$ cat config.mk
export PLATFORM = sky130hd
export DESIGN_NAME = c8_ram
export DESIGN_NICKNAME = d
export VERILOG_FILES = /design/src/rtl/core/c8_ram.sv
export SDC_FILE = /design/constraint.sdc
export NUM_CORES = 1
export LEC_CHECK = 0
export ABC_CLOCK_PERIOD_IN_PS = 2400
export BUFFER_PORTS_ARGS = -buffer_cell sky130_fd_sc_hd__buf_2
export CAP_MARGIN = 20
export CORE_MARGIN = 3
export CORE_UTILIZATION = 60
export CTS_BUF_LIST = sky130_fd_sc_hd__clkbuf_8
export CTS_CLUSTER_DIAMETER = 40
export DETAILED_ROUTE_END_ITERATION = 7
export GPL_TIMING_DRIVEN = 1
export PLACE_DENSITY = 0.89
export SKIP_CTS_REPAIR_TIMING = 1
export SYNTH_ARGS = -nofsm -noshare
export SYNTH_HDL_FRONTEND = slang
export SYNTH_SLANG_ARGS = --single-unit
$ cat constraint.sdc
create_clock -name clk -period 2.4 [get_ports clk]
set_clock_uncertainty 0.1 [all_clocks]
set_input_delay 0.12 -clock clk [delete_from_list [all_inputs] [get_ports clk]]
set_output_delay 0.12 -clock clk [all_outputs]
set_load 0.005 [all_outputs]
$ cat src/rtl/core/c8_ram.sv
// ----------------------------------------------------------------------------
// c8_ram
// generic single-write, single-read ram with registered read data
// ----------------------------------------------------------------------------
module c8_ram #(
  parameter int WIDTH = 8,
  parameter int DEPTH = 16
) (
  input  logic                     clk,
  input  logic                     we,
  input  logic [$clog2(DEPTH)-1:0] waddr,
  input  logic [WIDTH-1:0]         wdata,
  input  logic [$clog2(DEPTH)-1:0] raddr,
  output logic [WIDTH-1:0]         rdata
);

  logic [WIDTH-1:0] mem [DEPTH];

  always_ff @(posedge clk) begin
    if (we) begin
      mem[waddr] <= wdata;
    end
    rdata <= mem[raddr];
  end

endmodule

# Word level (Yosys, flattened, before mapping)
# Memory sizes are Yosys's and may differ from the RTL's. A register that Yosys moved wholly into a read port is not among the register bits.
# Index checks and enable logic that the tools add are counted.
[word_totals]
reg_bits = 0
mem_bits_rw = 128
memories = 1
[mem_list]
columns = ["memory", "depth", "word_bits", "rd", "rd_clocked_by_memory_dff", "wr", "line_no", "text"]
rows = [
  ["mem", 16, 8, 1, 1, 1, "17", "logic [WIDTH-1:0] mem [DEPTH];"],
]
[classes]
muxes = 2
[ops]
columns = ["operator", "n"]
rows = [
  ["1-bit two-way mux", 2],
]

# Longest topological paths before layout
[depth]
depth_word = 2
ltp_mapped = 5
depth_no_buf = 3

# Worst setup path after synthesis
# OpenSTA, ideal clock, no wires.
[synth_timing]
path_kind = "input-to-reg"
from = "input waddr[2]"
to = "memory mem[0][0] (enable)"
setup_ps = 383
arrival_ps = 1230
required_ps = 1917
setup_slack_ps = 687
cell_stages = 2
path_buffers = 0
cell_sequence = "or3b_2 > nor3_1"
[synth_rtl]
columns = ["item", "line_no", "text"]
rows = [
  ["start: declaration", "11", "input logic [$clog2(DEPTH)-1:0] waddr,"],
  ["end: declaration", "17", ""],
]
# No word-level cell before the write port.

==> key figures <==
Status
  – Outcome: finished, final reports clean

Critical path
  – CP Capture Type: register
  – Buf/Inv on CP: 0
  – R2R Setup Slk: 0.88 ns
  – Critical Path, Cell by Cell: mux4_1 > a22oi_1 > nand2_1
  – Crit Path Max Fanout: 1
  – R2R Path End: rdata[5]$_DFF_P_
  – CP startpoint: mem[1][5]$_DFFE_PP_
  – Max incr delay on CP: between 0.5 and 0.6 ns
  – Crit Path Class: reg2reg
  – R2R Path Start: mem[1][5]$_DFFE_PP_
  – WP data arrival: 1.71 ns
  – Worst-case reg-to-reg path depth: 3
  – WP data required: 2.60 ns
  – Family with the most delay on the worst path: multiplexers
  – Crit path to: rdata[5]$_DFF_P_
  – Critical path depth: 3
  – Slowest-stage cell, CP: mux4_1
  – Worst setup SP type: register

Place
  – Inst Count DP: 365
  – GPL Wtd Cong: 0.736
  – Pre-CTS setup slack: 0.483 ns
  – Port Buf Inserts: 25
  – Hpwl dp: 6.17 mm

Global routing
  – Initial antenna violation count: 0
  – Largest net degree at the start of global routing: 33
  – Gr usage total: 0.216
  – Vias in the first global route: ~2600
  – Global-route wire length before repair: around 15 mm
  – Gr ovfl total: 0

Synth
  – Mapped Area: ~5100 sq um
  – Yosys reg bits: 136
  – Proportion of synthesized area in mux cells: 0.150
  – Area leader, netlist: edfxtp_1
  – Largest family of logic cells by synthesized area: multiplexers
  – Cell count after synthesis: around 230
  – Post-Synth Simple-Gate Area: 0.0318
  – Synth top area share: 0.747
  – Synth cell types: 19
  – Synth warn: 0
  – Register area share after synthesis: 0.778
  – Complex-gate fraction of the synthesized area: 0.0233
  – Synth Area in Adders: 0
  – Post-synth top flop: edfxtp_1
  – Post-synth EDFFs: 128
  – Top cells by area, synth: edfxtp_1 (75%), mux4_2 (7.9%), mux4_1 (7.1%), dfxtp_1 (3.1%), a22oi_1 (2.3%)
  – Post-Syn Nets: 247
  – Most frequent cell after synthesis: edfxtp_1
  – Mean area per synthesized cell: 22.5 sq um
  – Commonest cells in the synthesized netlist: edfxtp_1 (128), mux4_2 (18), a22oi_1 (16)
  – Synth async-reset ratio: 0
  – Post-Synth XOR/XNOR Area: 0

Timing
  – Tmin final: around 1.5 ns
  – Final Hold Vio Count: 0
  – Crit share post-route: 0.632
  – Sum Neg Setup Slack: 0 ns
  – Worst Tran Pin Value: 0.856 ns
  – Setup violators final: 0
  – Post-route setup slack: around 0.9 ns
  – Worst slew margin: 0.427
  – Max-slew violation count: 0
  – Max Freq: about 660 MHz
  – Unrepaired setup endpoints after global routing: no

CTS
  – TritonCTS Buffers: 17
  – Clock transition at the registers of the reported paths: 0.08 ns
  – Bufs on Longest Clock Path: 2
  – Worst-skew pair later-pin latency: 0.42 ns
  – Sinks on Clock Net: 136
  – Root Driver: clkbuf_8
  – TritonCTS clock tree: done
  – Htree depth: 4

Final layout
  – Finished Layout Cells: 404
  – Diodes inserted: 0
  – Synth-to-layout area growth: 14.9%
  – Sequential Area: 4000 sq um
  – Filler instances: 452
  – Area occupied by multi-input gates: 1060 sq um
  – Layout cell share with drive strength beyond 1: 0.301
  – NumNets Final: 304

Pwr
  – Switching share of power: 0.207
  – Sw Pwr: 973 uW
  – Power share of the combinational group: 0.052
  – Pwr/cell area: 795 nW/um^2
  – Clock power share: 0.380
  – Int Power: 3.73 mW
  – Lkg Pwr: 2.01 nW
  – Sequential Power Share: 0.568
  – Worst VDD drop: 0.000484 V

Die
  – Die area: 9730 sq um
  – Io pins: 26
  – Chip Width: 98.6 microns
  – Die height: 98.6 microns
  – Starting density of the core: 0.623
  – Core Box Area: 8260 sq um
  – Row cnt: 33

Routing
  – Number of DRC markers in iteration 0: 197
  – Routed length per placed instance: 23.9 microns
  – Final wirelength: 9.67 mm
  – Via density per instance: approximately 6.1
  – Drt pass-1 iters: 4
  – Final ANT Viol Nets: 0
  – Routed vias: roughly 2500
  – # DRC: 0

Hold path
  – Hold/Removal Path Class: in2reg
  – Min-delay src: wdata[2]

Run
  – Max-cap violations: 0
how the worst min path moves through the flow:
stage | endpoint | cells past startpoint
after floorplan | mem[0][0]$_DFFE_PP_ | 0
after global placement | rdata[4] | 1
after detailed placement | rdata[6] | 1
after CTS | mem[6][1]$_DFFE_PP_ | 1
after global routing | mem[11][2]$_DFFE_PP_ | 1
final | mem[4][2]$_DFFE_PP_ | 1
layout make-up:
type,count,share of cell area
Sequential cell,136,0.677
Clock inverter,13,0.0224
Clock buffer,19,0.0442
Tap cell,105,0.0222
Multi-Input combinational cell,83,0.179
Timing Repair Buffer,48,0.0554
cells by family (layout without fill, tap and decap cells):
family                 Yosys count  in the layout
buffers and inverters           10             80
DFF                            136            136
AOI/OAI and AO/OA               16             16
and+or+nand+nor                 35             35
muxes                           32             32
stage by stage:
| stage | cell area, sq um | total power, mW | hold slack (ns) | utilization |
|---|---|---|---|---|
| 6_report | 5910 | 4.70 | 0.00608 | 0.716 |
| 5_1_grt | 5910 | 4.87 | 0.00584 | 0.716 |
| 4_1_cts | 5840 | 4.72 | -0.0392 | 0.708 |
| 3_5_place_dp | 5450 | 2.96 | 0.404 | 0.660 |
| 3_3_place_gp | 5450 | 2.95 | 0.399 | 0.660 |
| 2_1_floorplan | 5150 | 2.85 | 0.119 | - |
power groups by stage:
stage | combinational [mW] | sequential [mW] | clock [mW]
2_1_floorplan | 0.135 | 2.72 | 0
3_3_place_gp | 0.228 | 2.72 | 0
3_5_place_dp | 0.240 | 2.72 | 0
4_1_cts | 0.241 | 2.67 | 1.81
5_1_grt | 0.268 | 2.67 | 1.93
6_report | 0.245 | 2.67 | 1.79
flip-flops by register name, summed over array words and instances, names as in the netlist:
register,cells
rdata,8
mem,128
routing by layer:
layer  GRT usage  vias up  part of all wire
li1            -     1087                 -
met1       0.299     1275              0.38
met2       0.337      112              0.52
met3      0.0587        9             0.083
met4      0.0798        0             0.013
met5           0        -                 0
placed cells by master (no fill, tap or decap), drive strengths merged:
| cell type | instances |
|---|---|
| a22oi | 16 |
| and2 | 1 |
| and2b | 1 |
| buf | 41 |
| bufinv | 2 |
| clkbuf | 19 |
| clkinv | 4 |
| clkinvlp | 5 |
| dfxtp | 8 |
| dlygate4sd3 | 7 |
| edfxtp | 128 |
| inv | 2 |
| mux4 | 32 |
| nand2 | 9 |
| nand2b | 2 |
| nand3 | 1 |
| nand3b | 2 |
| nor2 | 13 |
| nor2b | 1 |
| nor3 | 4 |
| or3b | 1 |
Power figures use the tool's default switching activity.
