### src/rtl/core/c8_pkg.sv
// ----------------------------------------------------------------------------
// c8_pkg
// shared types and constants of the chip-8 instruction core
// ----------------------------------------------------------------------------
package c8_pkg;

  localparam int ADDR_W = 12;
  localparam logic [11:0] PC_RESET  = 12'h200;
  localparam logic [15:0] FONT_BASE = 16'h0050;

  // low nibble of an 8xyn opcode
  localparam logic [3:0] ALU_MOV = 4'h0;
  localparam logic [3:0] ALU_OR  = 4'h1;
  localparam logic [3:0] ALU_AND = 4'h2;
  localparam logic [3:0] ALU_XOR = 4'h3;
  localparam logic [3:0] ALU_ADD = 4'h4;
  localparam logic [3:0] ALU_SUB = 4'h5;
  localparam logic [3:0] ALU_SHR = 4'h6;
  localparam logic [3:0] ALU_SBN = 4'h7;
  localparam logic [3:0] ALU_SHL = 4'hE;

  typedef struct packed {
    logic [7:0] value;
    logic       flag;
    logic       flag_we;
    logic       known;
  } alu_res_t;

endpackage

### src/rtl/core/c8_alu.sv
// ----------------------------------------------------------------------------
// c8_alu
// register-to-register arithmetic of the 8xyn opcode group
// ----------------------------------------------------------------------------
module c8_alu (
  input  logic              [7:0] vx,
  input  logic              [7:0] vy,
  input  logic              [3:0] fn,
  input  logic                    legacy,
  output c8_pkg::alu_res_t        res
);
  import c8_pkg::*;

  logic [8:0] sum;
  logic [7:0] src;

  always_comb begin
    sum = {1'b0, vx} + {1'b0, vy};
    // legacy shifts take vy as the source
    src = legacy ? vy : vx;
    res = '{value: vx, flag: 1'b0, flag_we: 1'b0, known: 1'b1};
    unique case (fn)
      ALU_MOV: res.value = vy;
      ALU_OR:  res.value = vx | vy;
      ALU_AND: res.value = vx & vy;
      ALU_XOR: res.value = vx ^ vy;
      ALU_ADD: res = '{value: sum[7:0], flag: sum[8], flag_we: 1'b1, known: 1'b1};
      ALU_SUB: res = '{value: vx - vy, flag: (vx >= vy), flag_we: 1'b1, known: 1'b1};
      ALU_SBN: res = '{value: vy - vx, flag: (vy >= vx), flag_we: 1'b1, known: 1'b1};
      ALU_SHR: res = '{value: {1'b0, src[7:1]}, flag: src[0], flag_we: 1'b1, known: 1'b1};
      ALU_SHL: res = '{value: {src[6:0], 1'b0}, flag: src[7], flag_we: 1'b1, known: 1'b1};
      default: res.known = 1'b0;
    endcase
  end

endmodule

### config.mk
export PLATFORM = sky130hd
export DESIGN_NAME = c8_alu
export DESIGN_NICKNAME = d
export VERILOG_FILES = /design/src/rtl/core/c8_pkg.sv /design/src/rtl/core/c8_alu.sv
export SDC_FILE = /design/constraint.sdc
export NUM_CORES = 1
export LEC_CHECK = 0
export BUFFER_PORTS_ARGS = -buffer_cell sky130_fd_sc_hd__buf_4
export CORE_MARGIN = 5
export CORE_UTILIZATION = 55
export DETAILED_ROUTE_END_ITERATION = 6
export PLACE_DENSITY = 0.77
export RECOVER_POWER = 25
export SYNTH_ARGS = -nofsm -noshare
export SYNTH_HDL_FRONTEND = slang
export SYNTH_SLANG_ARGS = --single-unit
### constraint.sdc
create_clock -name vclk -period 2.1
set_input_delay 0.105 -clock vclk [all_inputs]
set_output_delay 0.105 -clock vclk [all_outputs]
set_load 0.02 [all_outputs]
# Word level (Yosys, flattened, before mapping)
# Index checks and enable logic that the tools add are counted.
[word_totals]
reg_bits = 0
inputBits = 21
output_inout_bits = 11
elab_cells = 22
[op_classes]
add_sub_neg = 3
order_cmp = 2
n_eq_ne = 8
n_mux = 4
bitwise = 3
n_reduce_logical = 2
[op_table]
columns = ["op", "n"]
rows = [
  ["$pmux W8 S9", 1],
  ["$eq A4 B3 Y1 const B", 4],
  ["$ge A8 B8 Y1", 2],
  ["$sub A8 B8 Y8", 2],
  ["$pmux W2 S5", 1],
  ["$add A8 B8 Y9", 1],
  ["$reduce_or A9 Y1", 1],
  ["$and A8 B8 Y8", 1],
  ["$eq A4 B2 Y1 const B", 2],
  ["$mux W8", 1],
  ["$or A8 B8 Y8", 1],
  ["$xor A8 B8 Y8", 1],
  ["$eq A4 B1 Y1 const B", 1],
  ["$eq A4 B4 Y1 const B", 1],
  ["$logic_not A4 Y1", 1],
  ["$mux W1", 1],
]

# Longest topological paths before layout
# Gate-level depths: netlist of run 1.
[logic_depth]
word_depth = 3
depth_mapped = 10
depth_no_buf = 10

# Worst setup path before layout of run 1
# Ideal clock, no wire load.
[synth_timing]
path_type = "input to output"
from = "input vx[1]"
to = "output res[8] in the netlist's numbering"
arrival_ns = 1.982
t_required_ns = 1.995
setup_slack_ns = 0.013
cell_stages = 8
path_buffers = 0
path_cell_list = "inv_1 -> ha_1 -> or3_1 -> a31oi_1 -> mux2i_1 -> a21oi_1 -> a211o_1 -> a31oi_1"
[synth_rtl]
columns = ["item", "line_no", "text"]
rows = [
  ["from (decl)", "c8_alu.sv:6", "input logic [7:0] vx,"],
  ["to (decl)", "c8_alu.sv:10", "output c8_pkg::alu_res_t res"],
]

==> flow_results.org, run 1 <==
** Die
- Starting utilization of the core area :: 55.9%
- The floorplan has 23 rows.
- Overall die area :: 5340 µm²
- The core region is 3910 µm².
- In this run the vertical extent of the chip is 73.1 µm.
- I/O pin count :: 32
- The die is 73.1 µm wide.

** STA
- Final min period :: 2140 ps
- Setup violations remaining at the end of the flow were counted as 1.
- Rel. slew slack :: 64.7%
- Based on the critical path, the design can be clocked at up to 0.468 GHz.
- For the pin with the worst max-slew slack, the measured transition is 526 ps.
- Final slew viol count :: 0
- The hold violation total from the final report is 0.
- Setup repair after global routing could not meet its margin everywhere.
- Post-route fraction of the period consumed by the critical path :: 102%
- After layout, the worst setup slack is -38.6 ps.

** Synth
- Syn Std Cell Area :: 2190 µm²
- The netlist uses 60 different library cells.
- Yosys attributes the largest share of cell area to sky130_fd_sc_hd__ha_1, sky130_fd_sc_hd__a21oi_1, sky130_fd_sc_hd__mux2i_1, sky130_fd_sc_hd__nor2_1, sky130_fd_sc_hd__inv_1.
- Summed over all instances, the cell type with the most area after synthesis is sky130_fd_sc_hd__ha_1.
- Net count after synthesis :: 377
- For this run, the number of Yosys warnings is 0.
- Of the synthesized area, sequential elements account for 0%.
- Instance count of the mapped netlist :: 317
- After synthesis, the mean cell area works out to 6.90 µm².
- Portion of synthesized cell area occupied by the leading cell type :: 20.6%

** Detailed routing
- Drt pass-1 iters :: 5
- For this run, design rule violations remaining after detail routing come to 0.
- Drt total wl :: 7640 µm
- Using the TritonRoute via totals, the vias-per-cell ratio works out to 6.29.
- Once detail routing completed, the nets flagged for antenna violations numbered 0.
- Vias post-DR :: 2,655
- DRC marker count from the first detailed-route iteration :: 279
- Dividing the detail-routed wire length by the instance count gives 18.1 µm.

** Cells and area
- The finished cells cover 2930 µm².
- In the finished design the tool counted flip-flops and latches totalling 0.
- Area growth syn-to-layout :: 33.7%
- In the final layout, the share of cells above drive strength 1 is 32.5%.
- Combined flip-flop and latch cell area :: 0 µm²
- Antenna diode count :: 0
- Leading cell types in the layout, fill and taps excluded :: sky130_fd_sc_hd__buf_4, sky130_fd_sc_hd__a21oi_1, sky130_fd_sc_hd__nor2_1
- At the end of the flow, the number of nets in the layout was 434.
- After layout, the clock buffer instance count stands at 0.
- Measured on the finished design, the core utilization comes to 74.7%.
- Leaving out fill and tap cells, the most frequent cell in the layout is sky130_fd_sc_hd__buf_4.

** Worst setup path
- Crit path top cell by count :: sky130_fd_sc_hd__buf_4
- Among cell families on the critical path, the largest total delay comes from compound AO/OA/AOI/OAI gates.
- STA classifies the critical path startpoint as a primary input.
- For this design, the slowest cell found on the critical path is sky130_fd_sc_hd__a21oi_1.
- CP max stage delay :: 360 ps
- Setup CP Type :: primary input to primary output
- At the worst endpoint, the required time is 2000 ps.
- Number of buffer and inverter instances along the worst setup path :: 4
- The worst setup path is captured at a primary output.
- The critical path goes through buf_4 > inv_4 > ha_4 > buf_4 > o21bai_1 > a21oi_1 > o21bai_1 > mux2i_1 > a211o_1 > a31oi_1 > buf_4.
- Top fanout value on the critical path :: 4
- Arrival @ worst endpoint :: 2030 ps

** GRT
- Initial antenna violation count :: 0
- Global routing finished with a remaining overflow of 0.
- The first global-routing pass estimated 11,400 µm of wire.
- Overall fraction of global-route tracks in use :: 26.6%
- Number of global-route vias before repair :: 2,373
- Largest net degree at the start of global routing :: 34

** Placed design
- Detailed placer's ending HPWL :: 5580 µm
- Number of port buffers :: 32
- Placed instance area :: 2620 µm²
- Weighted congestion reported at the end of routability-driven placement :: 0.991
- Pre-CTS worst setup slack :: -167 ps

** Power
- Leakage power total :: 0.00131 µW
- Total Power :: 750 µW
- The worst-case IR drop observed on VDD is 0.000143 V.
- Ratio of total power to cell area :: 256 nW/µm²

** Clock tree
- For this design, the CTS-stage hold fixing added 0 buffers.

** Run
- Number of violations of the max-capacitance limit :: 0

** Outcome
- Violated checks :: setup timing
- The run finished, with violations left.

** Worst hold path
- The path class of the tightest hold or removal check is primary input to primary output.
==> power by group <==
part / leakage [µW] / switching, µW / internal [µW]
registers: 0 / 0 / 0
clock network: 0 / 0 / 0
logic: 0.00131 / 412 / 338
==> per-layer routing <==
layer | share of wire, % | vias up | global-route usage [%]
li1 | - | 1264 | -
met1 | 39 | 1190 | 35.3
met2 | 48 | 166 | 45.4
met3 | 8.4 | 35 | 1.38
met4 | 3.9 | 0 | 9.43
met5 | 0 | - | 0
==> worst paths after layout <==
check / from / to / cells past startpoint / slack [ps]
setup / recovery: vx[1] / res[8] / 11 / -40
hold / removal: vx[7] / res[10] / 3 / 600
==> worst min-delay path, stage by stage <==
cell                     delay [ps]
sky130_fd_sc_hd__buf_4          120
sky130_fd_sc_hd__o22a_1         140
sky130_fd_sc_hd__buf_4          130
==> metrics by stage <==
step	setup TNS, ps	instances	hold slack [ps]
6_report	-38.6	422	597
5_1_grt	-307	422	622
4_1_cts	0	417	605
3_5_place_dp	-405	417	605
3_3_place_gp	-253	417	598
2_1_floorplan	0	317	389
==> kinds of logic (layout without fill, tap and decap cells) <==
kind of cell    count (synthesis)  in the layout  share of synthesized area (%)
compound gates                107            107                           33.1
xor+xnor                        3              3                           1.20
fa+ha+maj                      39             39                           23.3
buf+inv                        48            103                           11.7
mux                            14             14                           6.46
simple gates                  106            106                           24.2
==> layout make-up <==
| cell class | count | area [µm²] |
|---|---|---|
| fillers | 325 | 988 |
| inverters | 29 | 141 |
| multi-input cells | 269 | 2110 |
| well taps | 50 | 62.6 |
| repair buffers | 74 | 607 |
==> Yosys cell counts, types with 3 or more instances <==
| library cell | n |
|---|---|
| sky130_fd_sc_hd__nor4_1 | 3 |
| sky130_fd_sc_hd__buf_2 | 7 |
| sky130_fd_sc_hd__buf_6 | 3 |
| sky130_fd_sc_hd__o21bai_1 | 4 |
| sky130_fd_sc_hd__nand2_1 | 23 |
| sky130_fd_sc_hd__a22oi_1 | 6 |
| sky130_fd_sc_hd__fa_1 | 3 |
| sky130_fd_sc_hd__and3_1 | 4 |
| sky130_fd_sc_hd__a211oi_1 | 3 |
| sky130_fd_sc_hd__nor3_1 | 12 |
| sky130_fd_sc_hd__mux2i_1 | 13 |
| sky130_fd_sc_hd__nand3_1 | 5 |
| sky130_fd_sc_hd__o22ai_1 | 6 |
| sky130_fd_sc_hd__inv_1 | 27 |
| sky130_fd_sc_hd__clkbuf_8 | 4 |
| sky130_fd_sc_hd__ha_1 | 36 |
| sky130_fd_sc_hd__nand2b_1 | 9 |
| sky130_fd_sc_hd__clkbuf_1 | 4 |
| sky130_fd_sc_hd__a31oi_1 | 5 |
| sky130_fd_sc_hd__nor2b_1 | 4 |
| sky130_fd_sc_hd__o31ai_1 | 3 |
| sky130_fd_sc_hd__o21ai_0 | 14 |
| sky130_fd_sc_hd__nor2_1 | 29 |
| sky130_fd_sc_hd__or3_1 | 3 |
| sky130_fd_sc_hd__a21o_1 | 4 |
| sky130_fd_sc_hd__a21oi_1 | 36 |
==> repair_timing <==
action                     in CTS  in global routing
buffers inserted                0                  5
resized for setup              16                 52
pin swaps                       6                 27
setup endpoints to repair       5                  8
Power figures use the tool's default switching activity.
==> inputs of run 2 (changes only) <==
- ABC_AREA: not set -> 1
- PLACE_DENSITY: 0.77 -> 0.78
- clock period: 2.1 -> 2.05 ns (I/O delays scaled with it)
==> flow_results.org, run 2 <==
** STA
- Final WS setup :: 165 ps
- Post-route fraction of the period consumed by the critical path :: 91.9%
- Setup violations remaining at the end of the flow were counted as 0.
- Rel. slew slack :: 70.9%
- Setup repair after global routing could not meet its margin everywhere.
- Final min period :: 1880 ps
- Final slew viol count :: 0
- Least-Margin Pin Slew :: 435 ps
- F_max :: 0.531 GHz
- The hold violation total from the final report was 0.

** Synth
- The number of nets handed over by synthesis was 438.
- Synth unique cells :: 31
- Portion of synthesized cell area occupied by the leading cell type :: 24.0%
- For this run, the register share of the synthesized area comes to 0%.
- The most common cell in the synthesized netlist is sky130_fd_sc_hd__nand2_1.
- During synthesis, Yosys emitted a total of 0 warnings.
- Average instance area after synthesis :: 5.30 µm²
- Most area-consuming cells after synthesis :: sky130_fd_sc_hd__nand2_1, sky130_fd_sc_hd__ha_1, sky130_fd_sc_hd__inv_1, sky130_fd_sc_hd__nand3_1, sky130_fd_sc_hd__nor2_1
- Instance count of the mapped netlist :: 378
- The commonest cells after synthesis are sky130_fd_sc_hd__nand2_1, sky130_fd_sc_hd__inv_1, sky130_fd_sc_hd__nand3_1, sky130_fd_sc_hd__nor2_1, sky130_fd_sc_hd__ha_1.
- The mapped netlist covers 2000 µm².
- The biggest area contributor in the post-synthesis netlist is sky130_fd_sc_hd__nand2_1.

** Detailed routing
- DRC marker count from the first detailed-route iteration :: 259
- Drt total wl :: 6310 µm
- Vias post-DR :: 2,482
- Drt pass-1 iters :: 5
- Routed wire length per instance :: 13.6 µm
- In this run the remaining antenna-violating nets after routing total 0.
- In the routed layout, each cell is associated on average with a via count of 5.35.
- In the routed design, unresolved DRC markers number 0.

** Worst setup path
- Critical path launch point type :: primary input
- Top fanout value on the critical path :: 6
- Counting both buffers and inverters, the worst setup path holds a total of 5.
- Dominant delay contributor by cell family on the critical path :: adder cells
- The setup path with the least slack is of type primary input to primary output.
- Required @ worst endpoint :: 1950 ps
- At the worst endpoint, the arrival time is 1780 ps.
- The worst setup path is captured at a primary output.
- Walking the worst path, the cells encountered are buf_4 > inv_1 > ha_1 > inv_1 > fa_1 > inv_1 > o21ai_1 > nand3_1 > nand3_1 > nand3_1 > nand2_1 > nor2_1 > nand2_1 > buf_4.
- On the worst path, the slowest cell contributes a delay of 380 ps.
- The largest individual stage delay along the critical path comes from the cell sky130_fd_sc_hd__fa_1.

** Run
- Number of violations of the max-capacitance limit :: 0

** Die
- The floorplan has 22 rows.
- The floorplan step defined a die boundary enclosing 4950 µm².
- Vertical die dimension :: 70.3 µm
- I/O pin count :: 32
- The core region is 3610 µm².
- For this configuration, the core starts out at a cell density of 55.5%.
- X dimension of the die :: 70.3 µm

** Placed design
- Number of port buffers :: 32
- Pre-CTS worst setup slack :: 97.7 ps
- Weighted congestion reported at the end of routability-driven placement :: 1.04
- Detailed placer's ending HPWL :: 5300 µm

** GRT
- Entering global routing, the biggest net connects 17 pins.
- Initial antenna violation count :: 0
- Total congestion overflow after global routing :: 0
- Global-route wire length before repair :: 10,500 µm
- Overall fraction of global-route tracks in use :: 25.7%
- The number of global-route vias before repair is 2,224.

** Power
- In this run the power density over the cells is 247 nW/µm².
- The completed layout was analyzed and its total power is 587 µW.
- In this run the static leakage power is 0.00138 µW.
- Maximum vdd drop :: 0.000119 V

** Cells and area
- The area growth from synthesis to layout is 18.8%.
- Leading cell types in the layout, fill and taps excluded :: sky130_fd_sc_hd__nand2_1, sky130_fd_sc_hd__inv_1, sky130_fd_sc_hd__buf_4
- Combined flip-flop and latch cell area :: 0 µm²
- Commonest non-fill, non-tap cell in the layout :: sky130_fd_sc_hd__nand2_1
- Cells with a size suffix above 1 make up 14.2% of the layout.
- The number of antenna diodes in the final layout is 0.
- Layout clock buffers :: 0
- Final net count :: 478
- There are 0 flip-flops and latches.
- The filler cells instantiated in the layout total 367.

** Outcome
- Status :: finished, final reports clean

** Worst hold path
- The tightest min-delay check is of the primary input to primary output type.

** Clock tree
- After clock tree synthesis, the flow added hold-fix buffers numbering 0.
run 2: stage by stage:
step / hold WS, ps / instance area [µm²] / setup TNS (ps) / instances / utilization, %
2_1_floorplan: 322 / 2000 / 0 / 378 / -
3_3_place_gp: 539 / 2360 / 0 / 464 / 65.5
3_5_place_dp: 541 / 2360 / 0 / 464 / 65.5
4_1_cts: 543 / 2360 / 0 / 464 / 65.5
5_1_grt: 582 / 2380 / -19.1 / 464 / 66.0
6_report: 544 / 2380 / 0 / 464 / 66.0
run 2: layout make-up:
| cell class | instances | area [µm²] | share of cell area, % |
|---|---|---|---|
| tap | 48 | 60.1 | 2.52 |
| timing repair buffer | 45 | 338 | 14.2 |
| inverter | 59 | 221 | 9.31 |
| multi-input combinational | 312 | 1760 | 74.0 |
run 2: report_power, final:
part           leakage (µW)  internal (µW)  switching [µW]
clock                     0              0               0
combinational       0.00138            228             359
sequential                0              0               0
run 2: final timing paths:
| path | startpoint | depth (start not counted) | slack, ps | end |
|---|---|---|---|---|
| min | vx[7] | 4 | 540 | res[10] |
| max | vx[0] | 14 | 170 | res[9] |
run 2: what timing repair did:
item                       4_1_cts  5_1_grt
setup buffers                    0        0
resized for setup                0        6
setup endpoints to repair        0        5
run 2: tightest hold or removal path: cells and delay by family:
| kind | cells | cell delay (ps) |
|---|---|---|
| buffers and inverters | 2 | 230 |
| and+or+nand+nor | 2 | 110 |
run 2: metal layers:
metal	vias to the layer above	GRT usage (%)	wire, µm
met5	-	0	0
li1	1268	-	-
met3	6	3.88	589
met2	110	40.2	2710
met1	1098	38.0	2950
met4	0	2.34	55
run 2: kinds of logic after synthesis:
group,synth area share [%]
adder cells (fa/ha/maj),25.5
XOR/XNOR,0.438
AO/OA/AOI/OAI,10.8
buffers and inverters,12.9
AND/OR/NAND/NOR,50.4
==> inputs of run 3 (changes only) <==
- clock period: 2.05 -> 2.36 ns (I/O delays scaled with it)
==> flow_results.org, run 3 (synthesis gave the netlist of run 2 again) <==
** GRT
- Met1 GRT Util :: 36.7%
- Met2 track demand over resource in global routing :: 40.2%
- Total congestion overflow after global routing :: 0
- Number of global-route vias before repair :: 2,252
- After global routing, the most crowded layer is met2.
- Global-route wire length before repair :: 10,400 µm
- Initial antenna violation count :: 0
- Global routing used 1.87% of the available met3 tracks.
- Largest net degree at the start of global routing :: 17
- Overall fraction of global-route tracks in use :: 25.1%

** STA
- Post-route fraction of the period consumed by the critical path :: 87.4%
- Final slew viol count :: 0
- Final min period :: 2060 ps
- Adding up every negative setup slack in the final design gives 0 ps.
- The hold violation total from the final report came to 0.
- Least-Margin Pin Slew :: 449 ps
- Setup repair after global routing left no endpoint under its margin.
- Rel. slew slack :: 70.0%
- F_max :: 0.485 GHz
- Total setup violations reported at the end of the flow :: 0

** Die
- Overall die area :: 4950 µm²
- X dimension of the die :: 70.3 µm
- Number of rows created at floorplan :: 22
- In this run the count of I/O pins placed on the die edge is 32.
- From bottom edge to top edge, the die measures 70.3 µm.
- Floorplan Core Area :: 3610 µm²
- Starting utilization of the core area :: 55.5%

** Worst setup path
- For this design, the slowest cell found on the critical path is sky130_fd_sc_hd__fa_1.
- Data on the critical path arrives at its endpoint at 1940 ps.
- Setup CP Type :: primary input to primary output
- Number of buffer and inverter instances along the worst setup path :: 7
- STA classifies the critical path endpoint as a primary output.
- Required @ worst endpoint :: 2240 ps
- Crit path top cell by count :: sky130_fd_sc_hd__inv_1
- The critical path goes through buf_4 > inv_1 > ha_1 > inv_1 > fa_1 > inv_1 > o21ai_0 > nand2_1 > inv_1 > nand2_1 > nand3_1 > nand2_1 > inv_1 > a21oi_1 > buf_4.
- Top fanout value on the critical path :: 5
- Critical path launch point type :: primary input
- Dominant delay contributor by cell family on the critical path :: buffers and inverters
- On the worst path, the slowest cell contributes a delay of 400 ps.

** Cells and area
- Leading cell types in the layout, fill and taps excluded :: sky130_fd_sc_hd__nand2_1, sky130_fd_sc_hd__inv_1, sky130_fd_sc_hd__nor2_1, sky130_fd_sc_hd__nand3_1
- In the final layout, the share of cells above drive strength 1 is 11.3%.
- Clock buffers in the final layout number 0.
- Once layout is complete, the cells apart from fillers number 455.
- Final net count :: 469
- The repair_antennas step left the layout with diodes totalling 0.
- There are 0 flip-flops and latches.
- Commonest non-fill, non-tap cell in the layout :: sky130_fd_sc_hd__nand2_1
- For this run, the share of the core covered by cells in the final layout is 63.6%.
- In the final layout, flip-flops and latches occupy 0 µm².
- Relative to the synthesized area, the layout overhead comes to 14.6%.
- Counting the fill cells in the layout gives 384.

** Worst hold path
- Min-delay worst type :: primary input to primary output
- Capture endpoint of the worst hold path :: res[10]
- The startpoint identified for the worst hold timing path is vx[7].
- The worst hold path passes through 4 cells.

** Run
- The tool flagged a number of max-cap violations equal to 0.

** Clock tree
- Post-CTS setup buffer count :: 0
- Post-cts hold buffer count :: 0
- The number of gates resized after CTS was 0.

** Detailed routing
- Vias post-DR :: 2,489
- The routed design has 6350 µm of wire.
- For this block, the initial DRC count from the detailed router was 260.
- After detailed routing, the number of vias per cell comes to 5.47.
- The count of nets left with antenna violations once routing finished came out at 0.
- Drt pass-1 iters :: 6
- Routed wire length per instance :: 14.0 µm
- After detailed routing, the number of remaining DRC violations is 0.

** Outcome
- The run finished with clean final reports.

** Placed design
- DP Cell Count :: 455
- Buffers placed on the I/O ports in this run total 32.
- Weighted congestion reported at the end of routability-driven placement :: 0.976
- Detailed placer's ending HPWL :: 5290 µm

** Power
- Maximum vdd drop :: 0.0000997 V
- Ratio of total power to cell area :: 212 nW/µm²
- Total power for the finished layout comes to 485 µW.
- Leakage power total :: 0.00134 µW
==> run 3: cell count changes in the layout (fill, tap and decap cells not counted), sizes merged <==
cell	change
buf	-9
==> run 3: layer usage <==
| layer | vias up | share of wire [%] |
|---|---|---|
| li1 | 1250 | - |
| met1 | 1113 | 45 |
| met2 | 118 | 44 |
| met3 | 8 | 9.9 |
| met4 | 0 | 1.4 |
| met5 | - | 0 |
==> run 3: report_power, final <==
group | internal, µW | switching (µW)
clock | 0 | 0
combinational | 178 | 308
sequential | 0 | 0
==> run 3: per-stage QoR <==
step	hold WS, ps	cell area (µm²)	setup WS [ps]
after CTS	574	2300	349
after detailed placement	574	2300	355
after global routing	597	2290	123
final	573	2290	298
after global placement	571	2300	395
after floorplan	353	2000	636
==> run 3: final cells by class <==
class | instances | area [µm²] | area share, %
inverters | 59 | 221 | 9.66
multi-input cells | 312 | 1740 | 75.9
well taps | 48 | 60.1 | 2.62
repair buffers | 36 | 270 | 11.8
==> run 3: worst max path at each step <==
| stage | start | endpoint | slack [ps] | depth (start not counted) |
|---|---|---|---|---|
| 5_1_grt | vx[4] | res[10] | 120 | 13 |
| 6_report | vy[0] | res[7] | 300 | 15 |
| 4_1_cts | vy[0] | res[7] | 350 | 15 |
| 3_5_place_dp | vy[0] | res[7] | 360 | 15 |
| 3_3_place_gp | vx[0] | res[9] | 400 | 15 |
| 2_1_floorplan | vy[0] | res[7] | 640 | 13 |
==> run 3: tightest hold or removal path: stages <==
cell                      delay, ps
sky130_fd_sc_hd__buf_4          100
sky130_fd_sc_hd__nand2_1         50
sky130_fd_sc_hd__nand2_1         60
sky130_fd_sc_hd__buf_4          130
